--- config.mk ---
export PLATFORM = sky130hd
export DESIGN_NAME = slip_byte_decoder
export DESIGN_NICKNAME = d
export VERILOG_FILES = /design/src/slip_pkg.sv /design/src/slip_cfg_regs.sv /design/src/slip_decode_core.sv /design/src/slip_byte_decoder.sv
export SDC_FILE = /design/constraint.sdc
export NUM_CORES = 1
export LEC_CHECK = 0
export BUFFER_PORTS_ARGS = -buffer_cell sky130_fd_sc_hd__buf_2
export CELL_PAD_IN_SITES_DETAIL_PLACEMENT = 1
export CELL_PAD_IN_SITES_GLOBAL_PLACEMENT = 1
export CORE_UTILIZATION = 42
export DETAILED_ROUTE_END_ITERATION = 7
export PLACE_DENSITY_LB_ADDON = 0.1
export SLEW_MARGIN = 5
export SYNTH_ARGS = -nofsm -noshare
export SYNTH_HDL_FRONTEND = slang
export SYNTH_SLANG_ARGS = --single-unit
--- constraint.sdc ---
create_clock -name clk -period 4.2 [get_ports clk]
set_clock_uncertainty 0.2 [all_clocks]
set_input_delay 0.84 -clock clk [delete_from_list [all_inputs] [get_ports clk]]
set_output_delay 0.84 -clock clk [all_outputs]
set_load 0.005 [all_outputs]
--- src/slip_pkg.sv ---
// shared constants and types for the slip byte decoder
package slip_pkg;

    // framing symbols
    localparam logic [7:0] SYM_END     = 8'o300;
    localparam logic [7:0] SYM_ESC     = 8'o333;
    localparam logic [7:0] SYM_ESC_END = 8'o334;
    localparam logic [7:0] SYM_ESC_ESC = 8'o335;

    // frame buffer depth and the largest limit a 9-bit count can reach
    localparam int BUF_DEPTH = 256;
    localparam int COUNT_W   = 9;
    localparam int COUNT_MAX = (1 << COUNT_W) - 1;
    localparam int LIMIT_CAP = (BUF_DEPTH > COUNT_MAX) ? COUNT_MAX : BUF_DEPTH;

    // configuration register map
    localparam int PADDR_W = 3;
    localparam logic REG_BUFFER_LIMIT = 1'b0;
    localparam logic REG_MIN_LENGTH   = 1'b1;

    // result status codes
    typedef enum logic [2:0] {
        ST_NONE     = 3'd0,
        ST_STORED   = 3'd1,
        ST_DONE     = 3'd2,
        ST_DROPPED  = 3'd3,
        ST_OVERFLOW = 3'd4
    } status_t;

    // configuration seen by the decode stage
    typedef struct packed {
        logic [COUNT_W-1:0] limit;
        logic [7:0]         min_length;
    } cfg_t;

endpackage

--- src/slip_cfg_regs.sv ---
// apb configuration registers for the slip byte decoder
module slip_cfg_regs (
    input  logic                          clk,
    input  logic                          rst_n,
    input  logic                          psel,
    input  logic                          penable,
    input  logic                          pwrite,
    input  logic [slip_pkg::PADDR_W-1:0]  paddr,
    input  logic [31:0]                   pwdata,
    output logic [31:0]                   prdata,
    output logic                          pready,
    output slip_pkg::cfg_t                cfg
);
    import slip_pkg::*;

    logic [COUNT_W-1:0] buffer_limit_reg;
    logic [7:0]         min_length_reg;
    logic               wr_en;
    logic               reg_sel;

    assign pready  = 1'b1;
    assign wr_en   = psel && penable && pwrite;
    assign reg_sel = paddr[2];

    // register writes
    always_ff @(posedge clk or negedge rst_n)
    begin
        if (!rst_n)
        begin
            buffer_limit_reg <= COUNT_W'(256);
            min_length_reg   <= 8'd2;
        end
        else if (wr_en)
        begin
            unique case (reg_sel)
                REG_BUFFER_LIMIT: buffer_limit_reg <= pwdata[COUNT_W-1:0];
                REG_MIN_LENGTH:   min_length_reg   <= pwdata[7:0];
                default:          ;
            endcase
        end
    end

    // read mux
    always_comb
    begin
        unique case (reg_sel)
            REG_BUFFER_LIMIT: prdata = {{(32-COUNT_W){1'b0}}, buffer_limit_reg};
            REG_MIN_LENGTH:   prdata = {24'd0, min_length_reg};
            default:          prdata = 32'd0;
        endcase
    end

    // limit in effect is clamped to the buffer depth
    always_comb
    begin
        cfg.min_length = min_length_reg;
        if (32'(buffer_limit_reg) > LIMIT_CAP)
            cfg.limit = COUNT_W'(LIMIT_CAP);
        else
            cfg.limit = buffer_limit_reg;
    end

endmodule

--- src/slip_decode_core.sv ---
// frame state and per-byte decode into the result register
module slip_decode_core (
    input  logic                          clk,
    input  logic                          rst_n,
    input  slip_pkg::cfg_t                cfg,
    input  logic                          in_valid,
    input  logic [7:0]                    in_byte,
    output logic                          in_ready,
    output logic                          out_valid,
    input  logic                          out_ready,
    output logic [2:0]                    status,
    output logic [7:0]                    data_byte,
    output logic [7:0]                    byte_index,
    output logic [slip_pkg::COUNT_W-1:0]  frame_length
);
    import slip_pkg::*;

    logic               escape_pending_reg, escape_pending_next;
    logic               overflow_error_reg, overflow_error_next;
    logic [COUNT_W-1:0] stored_count_reg, stored_count_next;

    logic               out_valid_reg;
    status_t            status_reg, status_next;
    logic [7:0]         data_byte_reg, data_byte_next;
    logic [7:0]         byte_index_reg, byte_index_next;
    logic [COUNT_W-1:0] frame_length_reg, frame_length_next;

    logic               advance;
    logic               is_end;
    logic [7:0]         decoded;

    assign in_ready = !out_valid_reg || out_ready;
    assign advance  = in_valid && in_ready;
    assign is_end   = (in_byte == SYM_END);

    // escaped byte translation
    always_comb
    begin
        decoded = in_byte;
        if (escape_pending_reg)
        begin
            if (in_byte == SYM_ESC_END)
                decoded = SYM_END;
            else if (in_byte == SYM_ESC_ESC)
                decoded = SYM_ESC;
        end
    end

    // next state and result for one byte
    always_comb
    begin
        escape_pending_next = escape_pending_reg;
        overflow_error_next = overflow_error_reg;
        stored_count_next   = stored_count_reg;
        status_next         = ST_NONE;
        data_byte_next      = 8'd0;
        byte_index_next     = 8'd0;
        frame_length_next   = '0;
        if (is_end)
        begin
            if (!overflow_error_reg && (stored_count_reg > COUNT_W'(cfg.min_length)))
            begin
                status_next       = ST_DONE;
                frame_length_next = stored_count_reg;
            end
            else if (overflow_error_reg || (stored_count_reg != '0))
            begin
                status_next = ST_DROPPED;
            end
            escape_pending_next = 1'b0;
            overflow_error_next = 1'b0;
            stored_count_next   = '0;
        end
        else if (in_byte == SYM_ESC && !escape_pending_reg)
        begin
            escape_pending_next = 1'b1;
        end
        else
        begin
            escape_pending_next = 1'b0;
            if (!overflow_error_reg)
            begin
                if (stored_count_reg < cfg.limit)
                begin
                    status_next       = ST_STORED;
                    data_byte_next    = decoded;
                    byte_index_next   = stored_count_reg[7:0];
                    stored_count_next = stored_count_reg + COUNT_W'(1);
                end
                else
                begin
                    overflow_error_next = 1'b1;
                    status_next         = ST_OVERFLOW;
                end
            end
        end
    end

    // frame state
    always_ff @(posedge clk or negedge rst_n)
    begin
        if (!rst_n)
        begin
            escape_pending_reg <= 1'b0;
            overflow_error_reg <= 1'b0;
            stored_count_reg   <= '0;
        end
        else if (advance)
        begin
            escape_pending_reg <= escape_pending_next;
            overflow_error_reg <= overflow_error_next;
            stored_count_reg   <= stored_count_next;
        end
    end

    // result valid
    always_ff @(posedge clk or negedge rst_n)
    begin
        if (!rst_n)
            out_valid_reg <= 1'b0;
        else if (in_ready)
            out_valid_reg <= in_valid;
    end

    // result payload
    always_ff @(posedge clk)
    begin
        if (advance)
        begin
            status_reg       <= status_next;
            data_byte_reg    <= data_byte_next;
            byte_index_reg   <= byte_index_next;
            frame_length_reg <= frame_length_next;
        end
    end

    assign out_valid    = out_valid_reg;
    assign status       = status_reg;
    assign data_byte    = data_byte_reg;
    assign byte_index   = byte_index_reg;
    assign frame_length = frame_length_reg;

`ifndef NO_ASSERTIONS
    // end of frame always restarts the frame state
    a_end_restarts: assert property (@(posedge clk) disable iff (!rst_n)
        advance && is_end |=> !escape_pending_reg && !overflow_error_reg
                              && stored_count_reg == '0)
        else $error("frame state not cleared after end symbol");

    // overflow sticks until the end symbol
    a_overflow_sticky: assert property (@(posedge clk) disable iff (!rst_n)
        advance && overflow_error_reg && !is_end |=> overflow_error_reg)
        else $error("overflow flag cleared inside a frame");

    // only a stored byte carries data and index
    a_stored_payload: assert property (@(posedge clk) disable iff (!rst_n)
        out_valid_reg && status_reg != ST_STORED |->
            data_byte_reg == 8'd0 && byte_index_reg == 8'd0)
        else $error("payload present on a result without a stored byte");

    // only a completed frame carries a length
    a_done_length: assert property (@(posedge clk) disable iff (!rst_n)
        out_valid_reg && status_reg != ST_DONE |-> frame_length_reg == '0)
        else $error("frame length present on a result without completion");

    // a stalled result is never overwritten
    a_hold_on_stall: assert property (@(posedge clk) disable iff (!rst_n)
        out_valid_reg && !out_ready |=> out_valid_reg && $stable(status_reg)
                                        && $stable(data_byte_reg))
        else $error("stalled result changed");
`endif

endmodule

--- src/slip_byte_decoder.sv ---
// top level of the slip byte decoder
//
// Undoes slip byte stuffing on a stream of raw line bytes. Each raw byte
// beat on the input channel (in_valid/in_ready, raw_byte) yields exactly one
// result beat on the output channel (out_valid/out_ready): status, plus the
// decoded data_byte and its byte_index for a stored byte, or frame_length
// for a completed frame.
// From input acceptance to a valid result, the byte waits in the input
// register while the decode logic works on it, and the result register
// then loads the result. Throughput is one byte per cycle when the receiver
// does not stall; the decode stage is a single pass over the byte and the
// escape, overflow and count state. When the receiver stalls, the result
// register holds, the input register fills, and in_ready drops once both
// hold a beat; nothing is lost. Reset clears both registers' valid bits
// and the frame state; buffer_limit returns to 256 and min_length to 2.
// Configuration is written over the apb port at byte addresses 0
// (buffer_limit) and 4 (min_length); the user must write it only while the
// decoder is idle, as the block itself does not enforce this.
module slip_byte_decoder (
    input  logic                          clk,
    input  logic                          rst_n,
    input  logic                          psel,
    input  logic                          penable,
    input  logic                          pwrite,
    input  logic [slip_pkg::PADDR_W-1:0]  paddr,
    input  logic [31:0]                   pwdata,
    output logic [31:0]                   prdata,
    output logic                          pready,
    input  logic                          in_valid,
    output logic                          in_ready,
    input  logic [7:0]                    raw_byte,
    output logic                          out_valid,
    input  logic                          out_ready,
    output logic [2:0]                    status,
    output logic [7:0]                    data_byte,
    output logic [7:0]                    byte_index,
    output logic [slip_pkg::COUNT_W-1:0]  frame_length
);
    import slip_pkg::*;

    cfg_t       cfg;
    logic       in_valid_reg;
    logic [7:0] raw_byte_reg;
    logic       core_ready;

    slip_cfg_regs u_cfg (
        .clk     (clk),
        .rst_n   (rst_n),
        .psel    (psel),
        .penable (penable),
        .pwrite  (pwrite),
        .paddr   (paddr),
        .pwdata  (pwdata),
        .prdata  (prdata),
        .pready  (pready),
        .cfg     (cfg)
    );

    // input register
    assign in_ready = !in_valid_reg || core_ready;

    always_ff @(posedge clk or negedge rst_n)
    begin
        if (!rst_n)
            in_valid_reg <= 1'b0;
        else if (in_ready)
            in_valid_reg <= in_valid;
    end

    always_ff @(posedge clk)
    begin
        if (in_valid && in_ready)
            raw_byte_reg <= raw_byte;
    end

    slip_decode_core u_core (
        .clk          (clk),
        .rst_n        (rst_n),
        .cfg          (cfg),
        .in_valid     (in_valid_reg),
        .in_byte      (raw_byte_reg),
        .in_ready     (core_ready),
        .out_valid    (out_valid),
        .out_ready    (out_ready),
        .status       (status),
        .data_byte    (data_byte),
        .byte_index   (byte_index),
        .frame_length (frame_length)
    );

endmodule

Yosys cells after proc, flatten, opt, wreduce, memory -nomap -nowiden
Index checks and enable logic that the tools add are counted.

Register bits after elaboration: 66. Input bits: 50. Output and inout port bits: 63. Logic and storage cells: 66.

Add/subtract/negate cells: 1. Order comparisons: 3. Equality and inequality tests: 6. Multiplexer cells: 21. Bitwise operators: 2. Reduce and logical (&&, ||, !) cells: 21.

Operators by type and width (count): $pmux W32 S2 (1); $mux W9 (5); $eq A8 B8 Y1 const B (4); $mux W8 (3); $mux W3 (5); $add A9 B1 Y9 const B (1); $gt A9 B8 Y1 (1); $gt A9 B9 Y1 const B (1); $lt A9 B9 Y1 (1); $reduce_bool A9 Y1 (1); $reduce_and A2 Y1 (4); $logic_and A1 B1 Y1 (6); $mux W1 (6); $logic_not A1 Y1 (4); $reduce_and A4 Y1 (1); $reduce_or A4 Y1 (1); $logic_or A1 B1 Y1 (3); $mux W2 (1); $ne A2 B1 Y1 const B (1); $ne A2 B2 Y1 const B (1); $not A1 Y1 (2); $reduce_bool A2 Y1 (1).

Logic depth before layout (Yosys ltp)
Gate-level depths: netlist of the first run.

Depth after elaboration: 7. Mapped depth: 9. Gate-level depth less buffers: 8.

By module
Synthesis of the first run repeated with hierarchy kept, for this count alone.

Cells, all modules: 304. Area total of the unflattened synthesis: 3524.6 um2.

Modules (own cells, without submodules): slip_decode_core (instances 1, cells each 210, area an instance 2212.1 um2, seq. area each 1141.1 um2); slip_cfg_regs (instances 1, cells each 82, area an instance 1018.5 um2, seq. area each 427.9 um2); slip_byte_decoder (instances 1, cells each 12, area an instance 294.0 um2, seq. area each 265.3 um2).

Worst setup path before layout of the first run
No wires, ideal clock.

Kind: reg-to-reg. From: reg u_cfg.buffer_limit_reg[8]. To: reg u_core.stored_count_reg[8]. Setup time: 0.120 ns. Arrival: 2.345 ns. Data required time: 3.880 ns. Path slack: 1.535 ns. Stages on the path, launching flop included: 8. Path buffers: 0. Clock period less this slack: 2.665 ns. Path through: dfstp_2 -> clkinv_1 -> ha_1 -> a21oi_1 -> o221ai_1 -> a41o_1 -> or4_1 -> a31o_1.

Cells in the longest elaborated chain, start to end: 5.

RTL lines: start, declared (line slip_cfg_regs.sv:16) `logic [COUNT_W-1:0] buffer_limit_reg;`; start signal, assigned (line slip_cfg_regs.sv:36) `REG_BUFFER_LIMIT: buffer_limit_reg <= pwdata[COUNT_W-1:0];`; $gt A9 B9 Y1 (line slip_cfg_regs.sv:57) `if (32'(buffer_limit_reg) > LIMIT_CAP)`; $mux W9 (*) (line slip_cfg_regs.sv:57); $lt A9 B9 Y1 (*) (line slip_decode_core.sv:83) `if (stored_count_reg < cfg.limit)`; $reduce_bool A2 Y1 (no line) (*); $reduce_and A4 Y1 (no line) (*); end signal, assigned (line slip_decode_core.sv:112) `stored_count_reg <= stored_count_next;`; end, declared (line slip_decode_core.sv:20) `logic [COUNT_W-1:0] stored_count_reg, stored_count_next;`.

Every way passes the cells marked *; elsewhere a longest branch is shown, timed or not. A chain may end at the register's enable or synchronous reset.

Worst setup path in the final report of the first run
Same ends and word-level chain as after synthesis.

==> reports/qor.yml, run 1 <==
power:
  vdd.ir_drop.worst_mv: 0.2014
  power_per_cell_area_nw_per_um2: 457.7
  power_leakage_nw: 1.780
grt:
  via_count_of_the_first_global_routing_pass: 2548
  global_route.usage.total_pct: 18.70
  global_route_wire_length_before_repair_mm: 12.18
  largest_net_degree_at_the_start_of_global_routing: 31
  gr-total-overflow: 0
  grt_antenna_before_repair: 0
setup_path:
  timing.critical_path.arrival_ps: 3150
  worstSetupEndpointType: "flip-flop"
  timing.setup.critical_path_class: "flip-flop to flip-flop"
  r2r-end: "u_core.stored_count_reg[8]$_DFFE_PN0P_"
  critical_path.reg2reg.startpoint: "u_cfg.buffer_limit_reg[8]$_DFFE_PN1P_"
  timing.critical_path.from: "u_cfg.buffer_limit_reg[8]$_DFFE_PN1P_"
  end_point_of_the_critical_path: "u_core.stored_count_reg[8]$_DFFE_PN0P_"
  crit_path_max_fanout: 16
  worstRegToRegCells: 8
  critical_path_required_ps: 4230
  reg2reg_setup_slack_ps: 1080
  critPathLaunchType: "flip-flop"
clocking:
  ctsRootBufferMaster: "sky130_fd_sc_hd__clkbuf_8"
  cts_tree: "done"
  worst_setup_hold_path_clk_slew_ps: 70
  number_of_buffers_inserted_during_clock_tree_synthesis: 9
  cts-resized-gates: 0
  cts_max_level: 3
  cts.path.max_buffers: 2
  worstSkewPairLatency_ps: 340
  ctsHoldBuffers: 0
  cts_setup_buffers: 0
  cts_num_sinks: 66
sta:
  unrepaired_setup_endpoints_after_global_routing: "no"
  finalWorstSetupSlack_ps: 1084
  report.final.setup_viol: 0
  worst_slew_margin_rel_pct: 48.41
  timing.setup.tns_ps: 0
  maxSlewViolCount: 0
  post-route-period-util_pct: 74.20
  fmaxAchievable_ghz: 0.3209
  hold_viol_final: 0
  min_period_ps: 3116
  max_slew.worst_pin.slew_ps: 773.0
drt:
  met2_length_mm: 3.670
  met3WireLength_um: 221
  routed_metal_1_wirelength_mm: 3.149
  drt_iter0_drc: 74
  routed-via-count: 2435
  wl_per_cell_um: 15.37
  postRouteWirelength_mm: 7.179
  detail_route.first_pass.iterations: 4
  avgViaCountPerCell: 5.214
  post-route-drc-count: 0
  highest-signal-layer: "met4"
  drtAntennaViolNets: 0
synth:
  yosys.area_share.adder_pct: 6.538
  netlist_instances: 292
  yosysWarnings: 0
  yosys_register_bits: 66
  synth_top_cells_by_count: "36 x sky130_fd_sc_hd__edfxtp_1, 28 x sky130_fd_sc_hd__dfrtp_1, 25 x sky130_fd_sc_hd__mux2_2, 24 x sky130_fd_sc_hd__buf_4, 21 x sky130_fd_sc_hd__nand2_1"
  synth-main-ff-cell: "sky130_fd_sc_hd__edfxtp_1"
  synthDistinctLibCells: 51
  yosysSeqAreaShare_pct: 53.25
  synth_xor_xnor_area_share_pct: 0.2543
  largest_family_of_logic_cells_by_synthesized_area: "simple AND/OR/NAND/NOR gates"
  yosys.area.top_type_share_pct: 31.38
  synth_mux_area_share_pct: 8.463
  yosys.area_share.simple_pct: 15.44
  share_of_the_synthesized_area_in_compound_gates_ao_oa_aoi_oai_pct: 7.773
  post_synth_instance_area_um2: 3445
  synth_edf_count: 36
  async_flop_share_pct: 45.45
  syn_avg_cell_area_um2: 11.80
  yosysMostFrequentCell: "sky130_fd_sc_hd__edfxtp_1"
  synthTopCellsByArea: "sky130_fd_sc_hd__edfxtp_1 31%, sky130_fd_sc_hd__dfrtp_1 20%, sky130_fd_sc_hd__mux2_2 8.2%"
  post-synth-top-area-cell: "sky130_fd_sc_hd__edfxtp_1"
layout:
  antenna_cells_inserted: 0
  finalNonFillerCells: 467
  drive_above_1_share_pct: 30.68
  layout.filler_cells: 881
  layout-area-overhead-vs-synth_pct: 16.75
  final_nets: 428
worst_hold_path:
  holdCritPathClass: "flip-flop to flip-flop"
  min_path_cells: 1
  holdCritStartpoint: "in_valid_reg$_DFFE_PN0N_"
floorplan:
  floorplan.die.width_um: 92.56
  die_h_um: 92.56
  coreArea_um2: 7848
  boundaryPins: 113
  placement_rows: 32
  die_area_um2: 8567
  floorplan.initialDensity_pct: 43.89
place:
  place_ws_ps: 1062
  hpwlAfterDp_mm: 5.267
  placedCellCount: 451
  portBuffers: 63
  finalWeightedCongestion: 0.7778
run:
  timing.max_cap.violations: 0
outcome:
  outcome: "complete, no violations"
[layout make-up]
cell class / count / area (µm²) / area share [%]
Sequential cell: 66 / 1834 / 45.61
Multi-Input combinational cell: 199 / 1415 / 35.19
Timing Repair Buffer: 65 / 330.3 / 8.214
Clock buffer: 10 / 127.6 / 3.174
Tap cell: 102 / 127.6 / 3.174
Clock inverter: 6 / 115.1 / 2.862
Inverter: 19 / 71.32 / 1.773
[report_power, final]
part | internal (W) | switching (W)
clock network | 0.000396 | 0.000247
logic | 0.000164 | 0.000204
registers | 0.000764 | 0.0000645
total | 0.00132 | 0.000516
[through the flow]
| step | util (%) | total power (W) | hold slack (ps) | cell area, µm² |
|---|---|---|---|---|
| 6_report | 51.24 | 0.001841 | 296.2 | 4021 |
| 5_1_grt | 51.24 | 0.001959 | 325.6 | 4021 |
| 4_1_cts | 51.24 | 0.001865 | 299.9 | 4021 |
| 3_5_place_dp | 48.15 | 0.001214 | 292.8 | 3779 |
| 3_3_place_gp | 48.15 | 0.001199 | 277.5 | 3779 |
| 2_1_floorplan | - | 0.001090 | 257.2 | 3527 |
[placed cells by master (no fill, tap or decap), types with 5 or more instances in the layout]
cell type / netlist / layout
sky130_fd_sc_hd__ha_1: 18 / 18
sky130_fd_sc_hd__and2_1: 6 / 6
sky130_fd_sc_hd__nor2_1: 11 / 11
sky130_fd_sc_hd__buf_2: 3 / 63
sky130_fd_sc_hd__conb_1: 2 / 24
sky130_fd_sc_hd__dfrtp_1: 28 / 28
sky130_fd_sc_hd__nand3_1: 5 / 5
sky130_fd_sc_hd__o221ai_1: 5 / 5
sky130_fd_sc_hd__o21ai_0: 5 / 5
sky130_fd_sc_hd__edfxtp_1: 36 / 36
sky130_fd_sc_hd__a21oi_1: 6 / 6
sky130_fd_sc_hd__nor3_1: 20 / 20
sky130_fd_sc_hd__inv_1: 18 / 18
sky130_fd_sc_hd__nand2_1: 21 / 21
sky130_fd_sc_hd__mux2_2: 25 / 25
sky130_fd_sc_hd__clkbuf_8: 0 / 9
[critical path: stages (launching register included)]
cell	delay [ps]
sky130_fd_sc_hd__dfstp_2	560
sky130_fd_sc_hd__clkinv_1	230
sky130_fd_sc_hd__nand2_1	140
sky130_fd_sc_hd__ha_1	260
sky130_fd_sc_hd__a21oi_1	170
sky130_fd_sc_hd__o221ai_1	160
sky130_fd_sc_hd__a41o_1	460
sky130_fd_sc_hd__or4_1	610
sky130_fd_sc_hd__a31o_1	230
[how the worst min path moves through the flow]
stage	end	slack [ps]
5_1_grt	u_core.out_valid$_DFFE_PN0P_	330
2_1_floorplan	u_core.out_valid$_DFFE_PN0P_	260
3_5_place_dp	u_core.out_valid$_DFFE_PN0P_	290
4_1_cts	u_core.out_valid$_DFFE_PN0P_	300
3_3_place_gp	u_core.out_valid$_DFFE_PN0P_	280
6_report	u_core.out_valid$_DFFE_PN0P_	300
[logic make-up (layout without fill, tap and decap cells)]
logic type / Yosys count / in the layout
flip-flops: 66 / 66
AND/OR/NAND/NOR: 95 / 95
AO/OA/AOI/OAI: 35 / 35
XOR/XNOR: 1 / 1
other: 2 / 24
multiplexers: 26 / 26
adder cells (fa/ha/maj): 18 / 18
buffers and inverters: 49 / 100
[layer usage]
metal  vias up  global-route usage (%)
met5         -                       0
met4         0                   8.594
met3        10                   3.202
met2        58                   32.47
met1      1198                   22.54
li1       1169                       -
Note: power is estimated with default switching activity, not from simulation.
==> run 2, diff against run 1 <==
CORE_UTILIZATION = 39   (was 42)
clock period = 3 ns   (was 4.2 ns; I/O delays follow)
==> run 2 against run 1 <==
  * Sequential power grew 40%
  * Worst setup slack worse by 850 ps
  * Core utilization decreased by 2.3 points
  * Largest cell class unchanged
  * Largest power group unchanged
  * Via count increased by 0.29%
  * Non-clock buffer count rose by 10
  * Highest routed layer unchanged
  * Clock-buffer cell count unchanged
==> reports/qor.yml, run 2 (same netlist as run 1, synthesis figures left out) <==
clocking:
  cts_max_level: 3
  number_of_buffers_inserted_during_clock_tree_synthesis: 9
  cts_setup_buffers: 0
  cts.path.max_buffers: 2
  worst_setup_hold_path_clk_slew_ps: 70
  ctsHoldBuffers: 0
  cts-resized-gates: 0
  worstSkewPairLatency_ps: 350
  cts_tree: "done"
  ctsRootBufferMaster: "sky130_fd_sc_hd__clkbuf_8"
  cts_num_sinks: 66
worst_hold_path:
  holdCritPathClass: "primary input to async pin"
sta:
  min_period_ps: 2762
  finalWorstSetupSlack_ps: 237.6
  report.final.setup_viol: 0
  maxSlewViolCount: 0
  timing.setup.tns_ps: 0
  unrepaired_setup_endpoints_after_global_routing: "no"
  post-route-period-util_pct: 92.08
  max_slew.worst_pin.slew_ps: 717.6
  fmaxAchievable_ghz: 0.3620
  worst_slew_margin_rel_pct: 52.16
  hold_viol_final: 0
layout:
  layout-area-overhead-vs-synth_pct: 19.11
  finalNonFillerCells: 480
  antenna_cells_inserted: 0
  layout.filler_cells: 934
  multiInputGateArea_um2: 1415
  final_common_cell: "sky130_fd_sc_hd__buf_2"
  postLayoutCoreUtil_pct: 48.95
  final_nets: 438
  register_area_um2: 1834
  drive_above_1_share_pct: 32.80
  post-route-cell-area_um2: 4103
  layout_common_cells: "63 x sky130_fd_sc_hd__buf_2, 36 x sky130_fd_sc_hd__edfxtp_1, 28 x sky130_fd_sc_hd__dfrtp_1"
floorplan:
  coreArea_um2: 8382
  placement_rows: 33
  die_area_um2: 9212
  boundaryPins: 113
  die_h_um: 95.98
  floorplan.initialDensity_pct: 41.10
  floorplan.die.width_um: 95.98
drt:
  routed_metal_1_wirelength_mm: 3.400
  highest-signal-layer: "met4"
  met2_length_mm: 3.603
  postRouteWirelength_mm: 7.385
  avgViaCountPerCell: 5.088
  drt_iter0_drc: 63
  drtAntennaViolNets: 0
  post-route-drc-count: 0
  detail_route.first_pass.iterations: 4
  met3WireLength_um: 289
  routed-via-count: 2442
  wl_per_cell_um: 15.39
grt:
  grt_antenna_before_repair: 0
  gr-total-overflow: 0
  global_route_wire_length_before_repair_mm: 12.02
  global_route.usage.total_pct: 17.92
  via_count_of_the_first_global_routing_pass: 2423
  largest_net_degree_at_the_start_of_global_routing: 31
run:
  timing.max_cap.violations: 0
power:
  cellInternalPower_w: 0.001877
  power_leakage_nw: 1.823
  p_sw_w: 0.0007416
  switching_share_pct: 28.32
  power_per_cell_area_nw_per_um2: 638.2
  combinationalPowerShare_pct: 21.0
  power_frac_seq_pct: 44.1
  vdd.ir_drop.worst_mv: 0.2633
  power_frac_clock_pct: 34.8
place:
  placedCellCount: 464
  portBuffers: 63
  place_ws_ps: 159.9
  finalWeightedCongestion: 0.7605
  dpl_cell_area_um2: 3857
  hpwlAfterDp_mm: 5.567
setup_path:
  critical_path.cell_chain: "clkinvlp_4 > ha_1 > a21oi_1 > o221ai_1 > a41o_1 > or4_1 > a31o_1"
  timing.critical_path.arrival_ps: 2800
  worstSetupEndpointType: "flip-flop"
  timing.setup.critical_path_class: "flip-flop to flip-flop"
  critPathLaunchType: "flip-flop"
  critPathMaxStageDelay_ps: 580
  worst_path_slowest_cell: "sky130_fd_sc_hd__dfstp_2"
  crit_path_max_fanout: 8
  critical_path_required_ps: 3040
outcome:
  outcome: "complete, no violations"
run 2: cell types whose count changed in the layout (fill, tap and decap cells not counted):
cell | previous run | this run
sky130_fd_sc_hd__clkinv_4 | 2 | 0
sky130_fd_sc_hd__clkinv_1 | 1 | 0
sky130_fd_sc_hd__clkinvlp_4 | 1 | 3
sky130_fd_sc_hd__inv_6 | 0 | 1
sky130_fd_sc_hd__buf_4 | 2 | 12
run 2: routing by layer:
metal	up-vias	global-route usage (%)
li1	1186	-
met5	-	0
met3	9	5.213
met1	1188	22.95
met4	0	5.597
met2	59	29.14
run 2: power groups by stage:
| stage | logic [W] | registers (W) | clock network (W) |
|---|---|---|---|
| 6_report | 0.000551 | 0.00116 | 0.000912 |
| 5_1_grt | 0.000635 | 0.00118 | 0.000980 |
| 4_1_cts | 0.000564 | 0.00115 | 0.000942 |
| 3_5_place_dp | 0.000557 | 0.00117 | 0 |
| 3_3_place_gp | 0.000539 | 0.00117 | 0 |
| 2_1_floorplan | 0.000375 | 0.00115 | 0 |
run 2: metrics by stage:
step | hold WS, ps | total power [W]
global route | 145.1 | 0.002791
global placement | 275.9 | 0.001710
finish | 102.5 | 0.002618
floorplan | 104.4 | 0.001526
CTS | 118.1 | 0.002661
detailed placement | 298.2 | 0.001731
run 2: cell type report:
type	instances	area share, %
clock inverter	6	2.775
tap	105	3.202
timing repair buffer	75	9.881
sequential	66	44.71
multi-input combinational	199	34.49
inverter	19	1.830
clock buffer	10	3.111
run 2: worst paths after layout:
check | from | endpoint | slack (ps) | cells after the start
setup / recovery | u_cfg.buffer_limit_reg[8]$_DFFE_PN1P_ | u_core.stored_count_reg[8]$_DFFE_PN0P_ | 240 | 7
min in group clk | raw_byte[3] | raw_byte_reg[3]$_DFFE_PP_ | 220 | 1
hold / removal | rst_n | u_cfg.min_length_reg[4]$_DFFE_PN0P_ | 100 | 1
max in group asynchronous | rst_n | u_core.stored_count_reg[1]$_DFFE_PN0P_ | 2030 | 1
hold reg to reg | in_valid_reg$_DFFE_PN0N_ | u_core.out_valid$_DFFE_PN0P_ | 310 | 1
setup reg to reg | u_cfg.buffer_limit_reg[8]$_DFFE_PN1P_ | u_core.stored_count_reg[8]$_DFFE_PN0P_ | 240 | 7
run 2: critical path, delay by kind of cell, from the launching register on:
family / cells / cell delay [ps]
AOI/OAI and AO/OA: 4 / 810
adders and majority gates: 1 / 370
buffers and inverters: 1 / 180
DFF: 1 / 580
and+or+nand+nor: 1 / 530
==> run 3, diff against run 2 <==
CORE_ASPECT_RATIO = 0.5   (was not set)
==> run 3 against run 2 <==
  * Non-clock buffer count unchanged
  * Combinational power increased by 7.1%
  * Highest routed layer unchanged
  * Critical endpoint unchanged
  * Flip-flop and latch count unchanged
  * First-iteration DRC count increased by 13%
==> reports/qor.yml, run 3 (same netlist as run 1, synthesis figures left out) <==
outcome:
  outcome: "complete, no violations"
sta:
  finalWorstSetupSlack_ps: 135.4
  report.final.setup_viol: 0
  timing.setup.tns_ps: 0
  post-route-period-util_pct: 95.49
  maxSlewViolCount: 0
  hold_viol_final: 0
  fmaxAchievable_ghz: 0.3491
  unrepaired_setup_endpoints_after_global_routing: "no"
  min_period_ps: 2865
  max_slew.worst_pin.slew_ps: 736.5
  worst_slew_margin_rel_pct: 50.90
setup_path:
  critical_path.reg2reg.startpoint: "u_cfg.buffer_limit_reg[8]$_DFFE_PN1P_"
  worstRegToRegCells: 8
  worstSetupEndpointType: "flip-flop"
  timing.critical_path.arrival_ps: 2880
  critical_path_required_ps: 3020
  reg2reg_setup_slack_ps: 140
  crit_path_max_fanout: 9
  critPathLaunchType: "flip-flop"
  timing.setup.critical_path_class: "flip-flop to flip-flop"
  r2r-end: "u_core.stored_count_reg[8]$_DFFE_PN0P_"
floorplan:
  floorplan.die.width_um: 134.9
  coreArea_um2: 8288
  boundaryPins: 113
  floorplan.initialDensity_pct: 41.56
  placement_rows: 23
  die_h_um: 68.46
  die_area_um2: 9235
clocking:
  number_of_buffers_inserted_during_clock_tree_synthesis: 9
  cts_setup_buffers: 0
  ctsHoldBuffers: 0
  cts.path.max_buffers: 2
  ctsRootBufferMaster: "sky130_fd_sc_hd__clkbuf_16"
  cts_max_level: 3
  cts_tree: "done"
  worst_setup_hold_path_clk_slew_ps: 60
  worstSkewPairLatency_ps: 330
  cts_num_sinks: 66
  cts-resized-gates: 0
grt:
  global_route.usage.total_pct: 19.18
  grt_antenna_before_repair: 0
  gr-total-overflow: 0
  via_count_of_the_first_global_routing_pass: 2491
  global_route_wire_length_before_repair_mm: 12.77
  largest_net_degree_at_the_start_of_global_routing: 31
place:
  hpwlAfterDp_mm: 6.226
  finalWeightedCongestion: 0.8050
  placedCellCount: 471
  portBuffers: 63
  place_ws_ps: 46.26
layout:
  antenna_cells_inserted: 0
  drive_above_1_share_pct: 33.07
  layout-area-overhead-vs-synth_pct: 22.01
  final_common_cell: "sky130_fd_sc_hd__buf_2"
  finalNonFillerCells: 487
  layout_common_cells: "63 x sky130_fd_sc_hd__buf_2, 36 x sky130_fd_sc_hd__edfxtp_1, 28 x sky130_fd_sc_hd__dfrtp_1"
  final_nets: 438
drt:
  drt_iter0_drc: 71
  post-route-drc-count: 0
  postRouteWirelength_mm: 8.293
  detail_route.first_pass.iterations: 4
  drtAntennaViolNets: 0
  wl_per_cell_um: 17.03
  routed-via-count: 2531
  avgViaCountPerCell: 5.197
power:
  power_leakage_nw: 1.866
  vdd.ir_drop.worst_mv: 0.2919
  power_per_cell_area_nw_per_um2: 682.6
run:
  timing.max_cap.violations: 0
worst_hold_path:
  holdCritPathClass: "primary input to async pin"
-- run 3: layout make-up --
class | instances | area [µm²]
Tap cell | 112 | 140.1
Clock inverter | 6 | 90.09
Multi-Input combinational cell | 199 | 1416
Timing Repair Buffer | 75 | 417.9
Clock buffer | 10 | 229.0
Fill cell | 906 | 4085
Inverter | 19 | 75.07
Sequential cell | 66 | 1834
-- run 3: critical path, stage by stage, from the launching register on --
cell                         delay (ps)
sky130_fd_sc_hd__dfstp_2            570
sky130_fd_sc_hd__clkinvlp_4         200
sky130_fd_sc_hd__nand2_1            130
sky130_fd_sc_hd__ha_1               260
sky130_fd_sc_hd__a21oi_1            160
sky130_fd_sc_hd__o221ai_1           140
sky130_fd_sc_hd__a41o_2             320
sky130_fd_sc_hd__or4_1              530
sky130_fd_sc_hd__a31o_1             240
-- run 3: per-stage QoR --
step	utilization [%]	total power (W)	area [µm²]	hold slack [ps]
6_report	50.71	0.002869	4203	126.2
2_1_floorplan	-	0.001526	3527	104.4
5_1_grt	50.71	0.003013	4203	165.1
4_1_cts	50.65	0.002884	4198	140.4
3_3_place_gp	46.80	0.001710	3879	277.2
3_5_place_dp	46.80	0.001759	3879	304.6
-- run 3: layer usage --
metal	GRT usage [%]	part of all wire [%]
met1	25.61	50
met3	5.852	5.2
met4	6.320	1.3
met5	0	0
met2	29.96	44
-- run 3: worst max-delay path by stage --
stage	startpoint	end	slack, ps	cells past startpoint
6_report	u_cfg.buffer_limit_reg[8]$_DFFE_PN1P_	u_core.stored_count_reg[8]$_DFFE_PN0P_	140	8
5_1_grt	u_cfg.buffer_limit_reg[8]$_DFFE_PN1P_	u_core.stored_count_reg[8]$_DFFE_PN0P_	6	8
4_1_cts	u_cfg.buffer_limit_reg[8]$_DFFE_PN1P_	u_core.stored_count_reg[8]$_DFFE_PN0P_	40	8
3_5_place_dp	u_cfg.buffer_limit_reg[8]$_DFFE_PN1P_	u_core.stored_count_reg[8]$_DFFE_PN0P_	50	8
3_3_place_gp	u_cfg.buffer_limit_reg[8]$_DFFE_PN1P_	u_core.stored_count_reg[8]$_DFFE_PN0P_	150	7
2_1_floorplan	u_cfg.buffer_limit_reg[8]$_DFFE_PN1P_	u_core.stored_count_reg[8]$_DFFE_PN0P_	340	7
-- run 3: power breakdown --
group | switching [W] | internal, W
Clock | 0.000391 | 0.000730
Combinational | 0.000329 | 0.000261
Sequential | 0.0000882 | 0.00107
